`config.mk`:
```
export PLATFORM = sky130hd
export DESIGN_NAME = modbus_rtu_register_slave_unit
export DESIGN_NICKNAME = d
export VERILOG_FILES = /design/src/rtl/mrs_pkg.sv /design/src/rtl/modbus_rtu_register_slave_unit.sv /design/src/rtl/mrs_ram.sv
export SDC_FILE = /design/constraint.sdc
export NUM_CORES = 2
export LEC_CHECK = 0
export BUFFER_PORTS_ARGS = -buffer_cell sky130_fd_sc_hd__clkbuf_2
export CAP_MARGIN = 5
export CORE_MARGIN = 10
export CORE_UTILIZATION = 35
export DETAILED_ROUTE_END_ITERATION = 16
export GPL_TIMING_DRIVEN = 1
export HOLD_SLACK_MARGIN = 0.06
export MAX_ROUTING_LAYER = met4
export PLACE_DENSITY = 0.53
export SYNTH_ARGS = -nofsm -noshare
export SYNTH_HDL_FRONTEND = slang
export SYNTH_SLANG_ARGS = --single-unit
```
`constraint.sdc`:
```
create_clock -name aclk -period 6.5 [get_ports aclk]
set_clock_uncertainty 0.15 [all_clocks]
set_input_delay 1.95 -clock aclk [delete_from_list [all_inputs] [get_ports aclk]]
set_output_delay 1.95 -clock aclk [all_outputs]
set_load 0.03 [all_outputs]
```
`src/rtl/mrs_pkg.sv`:
```
`default_nettype none
// ----------------------------------------------------------------------------
// mrs_pkg
// Shared types, constants and the CRC-16 byte step for the register slave.
// ----------------------------------------------------------------------------
package mrs_pkg;

    localparam int REG_COUNT   = 32;
    localparam int FRAME_BYTES = 64;
    localparam int REG_AW      = $clog2(REG_COUNT);
    localparam int FRAME_AW    = $clog2(FRAME_BYTES);

    localparam logic [4:0]  READ_LIMIT_CAP  = 5'd29;
    localparam logic [4:0]  WRITE_LIMIT_CAP = 5'd27;
    localparam logic [15:0] CRC_INIT        = 16'hFFFF;
    localparam logic [15:0] CRC_POLY        = 16'hA001;

    // request kinds
    localparam logic [1:0] KIND_RX_BYTE  = 2'd0;
    localparam logic [1:0] KIND_APP_WR   = 2'd1;
    localparam logic [1:0] KIND_APP_RD   = 2'd2;

    // modbus function codes
    localparam logic [7:0] FN_READ_HOLD  = 8'd3;
    localparam logic [7:0] FN_READ_INPUT = 8'd4;
    localparam logic [7:0] FN_WRITE_MULT = 8'd16;
    localparam logic [7:0] FN_EXC_FLAG   = 8'h80;

    // exception codes
    localparam logic [7:0] EXC_ILL_FUNC  = 8'h01;
    localparam logic [7:0] EXC_ILL_ADDR  = 8'h02;

    // frame status
    localparam logic [2:0] ST_OK         = 3'd0;
    localparam logic [2:0] ST_NOT_ADDR   = 3'd1;
    localparam logic [2:0] ST_CRC_ERR    = 3'd2;
    localparam logic [2:0] ST_ILL_ADDR   = 3'd3;
    localparam logic [2:0] ST_ILL_FUNC   = 3'd4;

    // configuration register indexes
    localparam logic [2:0] CFG_SLAVE_ADDR = 3'd0;
    localparam logic [2:0] CFG_READ_BASE  = 3'd1;
    localparam logic [2:0] CFG_READ_MAXQ  = 3'd2;
    localparam logic [2:0] CFG_WRITE_BASE = 3'd3;
    localparam logic [2:0] CFG_WRITE_MAXQ = 3'd4;

    typedef struct packed {
        logic [1:0]  kind;
        logic [7:0]  rx_byte;
        logic        frame_end;
        logic [4:0]  reg_index;
        logic [15:0] reg_value;
    } mrs_in_t;

    typedef struct packed {
        logic [7:0]  tx_byte;
        logic        byte_valid;
        logic        last_item;
        logic [2:0]  frame_status;
        logic [15:0] read_value;
    } mrs_out_t;

    function automatic logic [15:0] crc_byte(input logic [15:0] c_in, input logic [7:0] b);
        logic [15:0] c;
        c = c_in ^ {8'h00, b};
        for (int i = 0; i < 8; i++) begin
            c = c[0] ? ((c >> 1) ^ CRC_POLY) : (c >> 1);
        end
        return c;
    endfunction

endpackage
`default_nettype wire

```
`src/rtl/modbus_rtu_register_slave_unit.sv`:
```
`default_nettype none
// ----------------------------------------------------------------------------
// modbus_rtu_register_slave_unit
// Modbus RTU slave with a 32 x 16 holding register file.
// ----------------------------------------------------------------------------
// Input channel (s_valid/s_ready/s_data) carries received line bytes and
// application register reads and writes. Bytes are buffered; the byte flagged
// frame_end starts frame processing. Output channel (m_valid/m_ready/m_data)
// carries reply bytes one per item, or a single status item when no reply is
// sent, or the value of an application read.
// Sequence: buffered bytes and application requests are taken in the idle state.
// At frame end the buffer is scanned one byte a cycle through the RAM read port,
// the check state follows, a write request then writes its registers from the
// buffered high and low bytes, and the reply bytes are emitted while the receiver
// keeps up. The CRC register is shared by scan and reply; each has its own step.
// s_ready is low for the whole frame processing. A receiver stall holds the
// current item in the output register and freezes the sequencer in its sending states.
// Reset clears the frame length, overflow flag and holding registers and sets the
// configuration to its defaults; buffer contents are left as they are.
// ----------------------------------------------------------------------------
module modbus_rtu_register_slave_unit
    import mrs_pkg::*;
(
    input  wire logic     aclk,
    input  wire logic     aresetn,
    input  wire logic     s_valid,
    output logic          s_ready,
    input  wire mrs_in_t  s_data,
    output logic          m_valid,
    input  wire logic     m_ready,
    output mrs_out_t      m_data,
    input  wire logic     cfg_we,
    input  wire logic [2:0] cfg_index,
    input  wire logic [7:0] cfg_wdata
);

    localparam logic [2:0] S_IDLE  = 3'd0;
    localparam logic [2:0] S_SCAN  = 3'd1;
    localparam logic [2:0] S_CHECK = 3'd2;
    localparam logic [2:0] S_WRITE = 3'd3;
    localparam logic [2:0] S_EMIT  = 3'd4;

    localparam logic [1:0] RPL_EXC = 2'd0;
    localparam logic [1:0] RPL_RD  = 2'd1;
    localparam logic [1:0] RPL_WR  = 2'd2;

    logic [2:0]  state_reg;
    logic [7:0]  slave_addr_reg;
    logic [4:0]  read_base_reg, read_maxq_reg, write_base_reg, write_maxq_reg;
    logic [6:0]  len_reg;
    logic        ovf_reg;
    logic [15:0] hreg_reg [REG_COUNT];
    logic [6:0]  ptr_reg;
    logic        p_valid_reg;
    logic [6:0]  p_idx_reg;
    logic [7:0]  hdr_reg [6];
    logic [7:0]  rx_lo_reg, rx_hi_reg, hi_byte_reg, code_reg;
    logic [15:0] crc_reg;
    logic [1:0]  rpl_reg;
    logic [2:0]  st_reg;
    logic [4:0]  addr_reg, qty_reg, waddr_reg;
    logic [5:0]  e_reg;
    logic        m_valid_reg;
    mrs_out_t    m_data_reg;

    logic        out_free, accept;
    logic [7:0]  ram_q;
    logic        ram_we;
    logic [5:0]  ram_raddr;

    assign out_free = !m_valid_reg || m_ready;
    assign s_ready  = (state_reg == S_IDLE) && out_free;
    assign accept   = s_valid && s_ready;
    assign m_valid  = m_valid_reg;
    assign m_data   = m_data_reg;

    assign ram_we    = accept && (s_data.kind == KIND_RX_BYTE) && (len_reg < 7'(FRAME_BYTES));
    assign ram_raddr = (state_reg == S_WRITE) ? 6'(ptr_reg + 7'd7) : ptr_reg[5:0];

    mrs_ram #(.WIDTH(8), .DEPTH(FRAME_BYTES)) u_frame_ram (
        .aclk  (aclk),
        .we    (ram_we),
        .waddr (len_reg[FRAME_AW-1:0]),
        .wdata (s_data.rx_byte),
        .raddr (ram_raddr),
        .rdata (ram_q)
    );

    // frame check
    logic [15:0] f_addr, f_qty;
    logic [16:0] f_end;
    logic [17:0] f_wr_len;
    logic        is_rd, is_wr;
    logic [4:0]  base, lim, lim_cfg, lim_cap;
    logic [5:0]  base_lim;
    logic        win_ok;
    logic [2:0]  chk_st;

    always_comb begin
        f_addr   = {hdr_reg[2], hdr_reg[3]};
        f_qty    = {hdr_reg[4], hdr_reg[5]};
        f_end    = {1'b0, f_addr} + {1'b0, f_qty};
        f_wr_len = 18'd9 + {1'b0, f_qty, 1'b0};
        is_rd    = (hdr_reg[1] == FN_READ_HOLD) || (hdr_reg[1] == FN_READ_INPUT);
        is_wr    = (hdr_reg[1] == FN_WRITE_MULT);
        base     = is_rd ? read_base_reg : write_base_reg;
        lim_cfg  = is_rd ? read_maxq_reg : write_maxq_reg;
        lim_cap  = is_rd ? READ_LIMIT_CAP : WRITE_LIMIT_CAP;
        lim      = (lim_cfg > lim_cap) ? lim_cap : lim_cfg;
        base_lim = {1'b0, base} + {1'b0, lim};
        win_ok   = (f_addr >= {11'd0, base}) && (f_qty <= {11'd0, lim})
                && (f_end <= {11'd0, base_lim}) && (f_end <= 17'(REG_COUNT));
        priority if (hdr_reg[0] != slave_addr_reg) begin
            chk_st = ST_NOT_ADDR;
        end else if (ovf_reg || len_reg < 7'd4) begin
            chk_st = ST_CRC_ERR;
        end else if (rx_lo_reg != crc_reg[7:0] || rx_hi_reg != crc_reg[15:8]) begin
            chk_st = ST_CRC_ERR;
        end else if (is_rd && len_reg != 7'd8) begin
            chk_st = ST_CRC_ERR;
        end else if (is_wr && {11'd0, len_reg} != f_wr_len) begin
            chk_st = ST_CRC_ERR;
        end else if (is_rd || is_wr) begin
            chk_st = win_ok ? ST_OK : ST_ILL_ADDR;
        end else begin
            chk_st = ST_ILL_FUNC;
        end
    end

    // reply byte generation
    logic [5:0]  e_off, blen;
    logic [4:0]  rd_idx;
    logic [15:0] rd_word;
    logic [7:0]  body;

    always_comb begin
        e_off   = e_reg - 6'd3;
        rd_idx  = (state_reg == S_EMIT) ? (addr_reg + e_off[5:1]) : s_data.reg_index;
        rd_word = hreg_reg[rd_idx];
        unique case (rpl_reg)
            RPL_RD:  blen = 6'd3 + {qty_reg, 1'b0};
            RPL_WR:  blen = 6'd6;
            default: blen = 6'd3;
        endcase
        body = 8'h00;
        priority if (e_reg == 6'd0) begin
            body = hdr_reg[0];
        end else if (rpl_reg == RPL_WR) begin
            body = (e_reg < 6'd6) ? hdr_reg[e_reg[2:0]] : 8'h00;
        end else if (e_reg == 6'd1) begin
            body = (rpl_reg == RPL_EXC) ? (hdr_reg[1] | FN_EXC_FLAG) : hdr_reg[1];
        end else if (e_reg == 6'd2) begin
            body = (rpl_reg == RPL_EXC) ? code_reg : {2'b00, qty_reg, 1'b0};
        end else begin
            body = e_off[0] ? rd_word[7:0] : rd_word[15:8];
        end
    end

    always_ff @(posedge aclk) begin
        if (!aresetn) begin
            state_reg      <= S_IDLE;
            slave_addr_reg <= 8'd1;
            read_base_reg  <= 5'd0;
            read_maxq_reg  <= 5'd16;
            write_base_reg <= 5'd0;
            write_maxq_reg <= 5'd16;
            len_reg        <= 7'd0;
            ovf_reg        <= 1'b0;
            p_valid_reg    <= 1'b0;
            m_valid_reg    <= 1'b0;
            for (int i = 0; i < REG_COUNT; i++) begin
                hreg_reg[i] <= 16'd0;
            end
        end else begin
            if (cfg_we) begin
                unique case (cfg_index)
                    CFG_SLAVE_ADDR: slave_addr_reg <= cfg_wdata;
                    CFG_READ_BASE:  read_base_reg  <= cfg_wdata[4:0];
                    CFG_READ_MAXQ:  read_maxq_reg  <= cfg_wdata[4:0];
                    CFG_WRITE_BASE: write_base_reg <= cfg_wdata[4:0];
                    CFG_WRITE_MAXQ: write_maxq_reg <= cfg_wdata[4:0];
                    default: ;
                endcase
            end
            if (m_ready) begin
                m_valid_reg <= 1'b0;
            end
            unique case (state_reg)
                S_IDLE: begin
                    if (accept) begin
                        unique case (s_data.kind)
                            KIND_RX_BYTE: begin
                                if (len_reg < 7'(FRAME_BYTES)) begin
                                    len_reg <= len_reg + 7'd1;
                                end else begin
                                    ovf_reg <= 1'b1;
                                end
                                if (s_data.frame_end) begin
                                    state_reg   <= S_SCAN;
                                    ptr_reg     <= 7'd0;
                                    p_valid_reg <= 1'b0;
                                    crc_reg     <= CRC_INIT;
                                end
                            end
                            KIND_APP_WR: hreg_reg[s_data.reg_index] <= s_data.reg_value;
                            KIND_APP_RD: begin
                                m_valid_reg <= 1'b1;
                                m_data_reg  <= '{tx_byte: 8'd0, byte_valid: 1'b0,
                                                 last_item: 1'b1, frame_status: ST_OK,
                                                 read_value: rd_word};
                            end
                            default: ;
                        endcase
                    end
                end
                S_SCAN: begin
                    // read address runs one ahead of the returned data
                    p_valid_reg <= ptr_reg < len_reg;
                    p_idx_reg   <= ptr_reg;
                    if (ptr_reg < len_reg) begin
                        ptr_reg <= ptr_reg + 7'd1;
                    end
                    if (p_valid_reg) begin
                        if (p_idx_reg < 7'd6) begin
                            hdr_reg[p_idx_reg[2:0]] <= ram_q;
                        end
                        if (p_idx_reg + 7'd2 == len_reg) begin
                            rx_lo_reg <= ram_q;
                        end
                        if (p_idx_reg + 7'd2 < len_reg) begin
                            crc_reg <= crc_byte(crc_reg, ram_q);
                        end
                        if (p_idx_reg + 7'd1 == len_reg) begin
                            rx_hi_reg   <= ram_q;
                            p_valid_reg <= 1'b0;
                            state_reg   <= S_CHECK;
                        end
                    end
                end
                S_CHECK: begin
                    st_reg    <= chk_st;
                    addr_reg  <= f_addr[4:0];
                    qty_reg   <= f_qty[4:0];
                    waddr_reg <= f_addr[4:0];
                    crc_reg   <= CRC_INIT;
                    e_reg     <= 6'd0;
                    ptr_reg   <= 7'd0;
                    code_reg  <= (chk_st == ST_ILL_ADDR) ? EXC_ILL_ADDR : EXC_ILL_FUNC;
                    rpl_reg   <= (chk_st != ST_OK) ? RPL_EXC : (is_rd ? RPL_RD : RPL_WR);
                    if (chk_st == ST_NOT_ADDR || chk_st == ST_CRC_ERR) begin
                        if (out_free) begin
                            m_valid_reg <= 1'b1;
                            m_data_reg  <= '{tx_byte: 8'd0, byte_valid: 1'b0,
                                             last_item: 1'b1, frame_status: chk_st,
                                             read_value: 16'd0};
                            len_reg     <= 7'd0;
                            ovf_reg     <= 1'b0;
                            state_reg   <= S_IDLE;
                        end
                    end else if (chk_st == ST_OK && is_wr && f_qty != 16'd0) begin
                        state_reg <= S_WRITE;
                    end else begin
                        state_reg <= S_EMIT;
                    end
                end
                S_WRITE: begin
                    p_valid_reg <= ptr_reg < {1'b0, qty_reg, 1'b0};
                    p_idx_reg   <= ptr_reg;
                    if (ptr_reg < {1'b0, qty_reg, 1'b0}) begin
                        ptr_reg <= ptr_reg + 7'd1;
                    end
                    if (p_valid_reg) begin
                        if (!p_idx_reg[0]) begin
                            hi_byte_reg <= ram_q;
                        end else begin
                            hreg_reg[waddr_reg] <= {hi_byte_reg, ram_q};
                            waddr_reg           <= waddr_reg + 5'd1;
                        end
                        if (p_idx_reg + 7'd1 == {1'b0, qty_reg, 1'b0}) begin
                            p_valid_reg <= 1'b0;
                            state_reg   <= S_EMIT;
                        end
                    end
                end
                S_EMIT: begin
                    if (out_free) begin
                        m_valid_reg <= 1'b1;
                        e_reg       <= e_reg + 6'd1;
                        m_data_reg  <= '{tx_byte: body, byte_valid: 1'b1, last_item: 1'b0,
                                         frame_status: st_reg, read_value: 16'd0};
                        priority if (e_reg < blen) begin
                            crc_reg <= crc_byte(crc_reg, body);
                        end else if (e_reg == blen) begin
                            m_data_reg.tx_byte <= crc_reg[7:0];
                        end else begin
                            m_data_reg.tx_byte   <= crc_reg[15:8];
                            m_data_reg.last_item <= 1'b1;
                            len_reg              <= 7'd0;
                            ovf_reg              <= 1'b0;
                            state_reg            <= S_IDLE;
                        end
                    end
                end
                default: state_reg <= S_IDLE;
            endcase
        end
    end

endmodule
`default_nettype wire

```
`src/rtl/mrs_ram.sv`:
```
`default_nettype none
// ----------------------------------------------------------------------------
// mrs_ram
// Generic single write port, single read port RAM with registered read.
// ----------------------------------------------------------------------------
module mrs_ram #(
    parameter int WIDTH = 8,
    parameter int DEPTH = 64
) (
    input  wire logic                     aclk,
    input  wire logic                     we,
    input  wire logic [$clog2(DEPTH)-1:0] waddr,
    input  wire logic [WIDTH-1:0]         wdata,
    input  wire logic [$clog2(DEPTH)-1:0] raddr,
    output logic      [WIDTH-1:0]         rdata
);

    logic [WIDTH-1:0] mem [DEPTH];

    always_ff @(posedge aclk) begin
        if (we) begin
            mem[waddr] <= wdata;
        end
        rdata <= mem[raddr];
    end

endmodule
`default_nettype wire

```
==> impl_metrics.json <==
{
  "status": "complete, no violations",
  "fp.coreArea_um2": 161000,
  "worstMarginPinSlew_ps": 1200,
  "yosysMostFrequentCell": "edfxtp_1",
  "top_level_ports": 79,
  "finalHoldViolCount": 0,
  "intPower_uw": 13700,
  "seqPwrFrac": 0.506,
  "antenna_found_initial": 6,
  "vias": 35000,
  "gp_congestion": 0.916,
  "path_clk_slew_ps": 60,
  "ys_warn_count": 0,
  "initial_core_util": 0.352,
  "die_w_um": 422,
  "maxSlewViolCount": 0,
  "cts_sinks": 1251,
  "crit_fanout": 41,
  "grt_pass1_wl_mm": 242,
  "route.detailed.wl_per_inst_um": 25.4,
  "drt-initial-drc-count": 3428,
  "place_hpwl_mm": 111,
  "synthCells": 4128,
  "relSlewSlack": 0.182,
  "clock_path_buffers": 3,
  "critPathArrivalTime_ps": 6510,
  "track_usage": 0.187,
  "ys_seq_area_frac": 0.655,
  "synth_top_cell_area_share": 0.637,
  "ys_ff_latch": 1251,
  "setup.worst_path.class": "register to register",
  "fp.dieH_um": 422,
  "leakagePower_uw": 0.0223,
  "setup_viol": 0,
  "hold_buffers": 0,
  "synth_area_per_cell_um2": 13.7,
  "switchingPower_uw": 4240,
  "grt_overflow_total": 0,
  "synth_largest_area_cell": "edfxtp_1",
  "grt_max_degree": 94,
  "ir_drop_v": 0.000324,
  "syn_area_um2": 56600,
  "die_area_um2": 178000,
  "p_sw_frac": 0.237,
  "clock.fmax_ghz": 0.163,
  "rows": 147,
  "drt-pass1-iter-count": 5,
  "ctsHtreeMaxLevel": 4,
  "dp_slack_ps": 149,
  "critPathCaptureType": "register",
  "place.port_buffers": 78,
  "finalCriticalPeriod_ps": 6140,
  "critPathLaunchType": "register",
  "grt_pass1_vias": 34500,
  "drt_wl_total_mm": 167,
  "fill_cells": 14900,
  "cap_violations": 0,
  "post-route-period-util": 0.945,
  "synthToLayoutAreaGrowth_pct": 14.1,
  "via_per_inst": 5.35,
  "synth-main-ff-cell": "edfxtp_1",
  "synth_edf_count": 1199,
  "hold_slack_ps": 318,
  "cellPowerDensity_nw_per_um2": 277,
  "drtAntennaViolNets": 0,
  "cts_tree": "built",
  "clk_latency_ps": 770,
  "power_frac_comb": 0.075,
  "setup_slack_ps": 360,
  "drc_errors": 0,
  "ys_types": 101,
  "cts_made_buffers": 132,
  "synth_area_leaders": "edfxtp_1 64%, mux4_2 7.3%, nor2_1 4.6%",
  "root_buffer": "clkbuf_16",
  "nets": 4413,
  "min_path_type": "register to register",
  "synth-async-reset-ratio": 0,
  "p_clk_frac": 0.418,
  "required_ps": 6870,
  "drive_gt1_frac": 0.164,
  "synth_commonest_cells": "1,199 x edfxtp_1, 695 x nor2_1, 476 x nand2_1"
}
[logic make-up after synthesis]
family	Yosys count	synth area share
flops	1251	0.655
mux	410	0.114
xor+xnor	129	0.0207
other cells	1	0.0000663
compound gates	383	0.0459
fa+ha+maj	87	0.0196
simple gates	1536	0.115
buf+inv	331	0.0291
[metal layers]
metal | vias to the layer above | GRT usage | part of all wire
met2 | 1292 | 0.298 | 0.48
li1 | 15600 | - | -
met4 | 0 | 0.0677 | 0.036
met5 | - | - | 0
met3 | 293 | 0.0279 | 0.062
met1 | 17800 | 0.243 | 0.42
[area by class of cell]
type                            instances  area [um2]  share of cell area
Antenna cell                            3        7.51            0.000116
Multi-Input combinational cell       2561       18300               0.284
Clock buffer                          172        3560              0.0551
Tap cell                             2160        2700              0.0419
Timing Repair Buffer                  266        1990              0.0309
Inverter                               66         248             0.00384
Sequential cell                      1251       37000               0.574
Clock inverter                         68         681              0.0105
[placed cells by master (no fill, tap or decap), types with 84 or more instances in the layout]
| cell | count |
|---|---|
| a21oi_1 | 93 |
| buf_4 | 172 |
| clkbuf_16 | 135 |
| edfxtp_1 | 1199 |
| ha_1 | 84 |
| mux2i_1 | 179 |
| mux4_2 | 184 |
| nand2_1 | 475 |
| nand3_1 | 147 |
| nor2_1 | 694 |
[power groups by stage]
stage	Clock [uW]	Sequential [uW]	Combinational, uW
floorplan	0	9230	741
detailed placement	0	9230	1340
finish	7490	9060	1350
global placement	0	9230	1340
CTS	7620	9060	1350
global route	7950	9070	1420
[what timing repair did]
item	4_1_cts	5_1_grt
endpoints found under the setup margin	0	8
setup buffers	0	1
resized for setup	0	9
[worst max-delay path, stage by stage, from the launching register on]
cell and delay, ps:
edfxtp_1 470, inv_1 100, ha_1 310, ha_1 210, inv_1 80, fa_1 450
nor4b_4 370, a21o_4 230, buf_12 260, buf_4 220, buf_4 140, nand2_1 50
and3_1 180, a311oi_1 480, a31oi_1 100, a221oi_1 490, buf_4 200, nand4_1 120
a31oi_1 210, o22a_1 190, xnor2_1 160, xnor2_1 170, a2bb2oi_2 200, mux2_4 310
[final timing paths]
| check | depth (start not counted) | slack (ps) | endpoint | startpoint |
|---|---|---|---|---|
| worst max-delay path | 23 | 360 | crc_reg[0]$_DFFE_PP_ | e_reg[1]$_DFFE_PP_ |
| worst min-delay path | 2 | 320 | slave_addr_reg[3]$_SDFFE_PN0P_ | slave_addr_reg[3]$_SDFFE_PN0P_ |
| worst max register to register | 23 | 360 | crc_reg[0]$_DFFE_PP_ | e_reg[1]$_DFFE_PP_ |
| worst min register to register | 2 | 320 | slave_addr_reg[3]$_SDFFE_PN0P_ | slave_addr_reg[3]$_SDFFE_PN0P_ |
[metrics by stage]
step / cells / cell area, um2 / TNS (ps) / util / power, uW
finish: 6547 / 64500 / 0 / 0.402 / 17900
global route: 6547 / 64500 / -28.9 / 0.402 / 18400
CTS: 6543 / 64500 / 0 / 0.401 / 18000
detailed placement: 6303 / 60200 / 0 / 0.375 / 10600
global placement: 6303 / 60200 / 0 / 0.375 / 10600
floorplan: 4143 / 56600 / 0 / - / 9970
No activity file was read; power rests on OpenSTA's default activity.
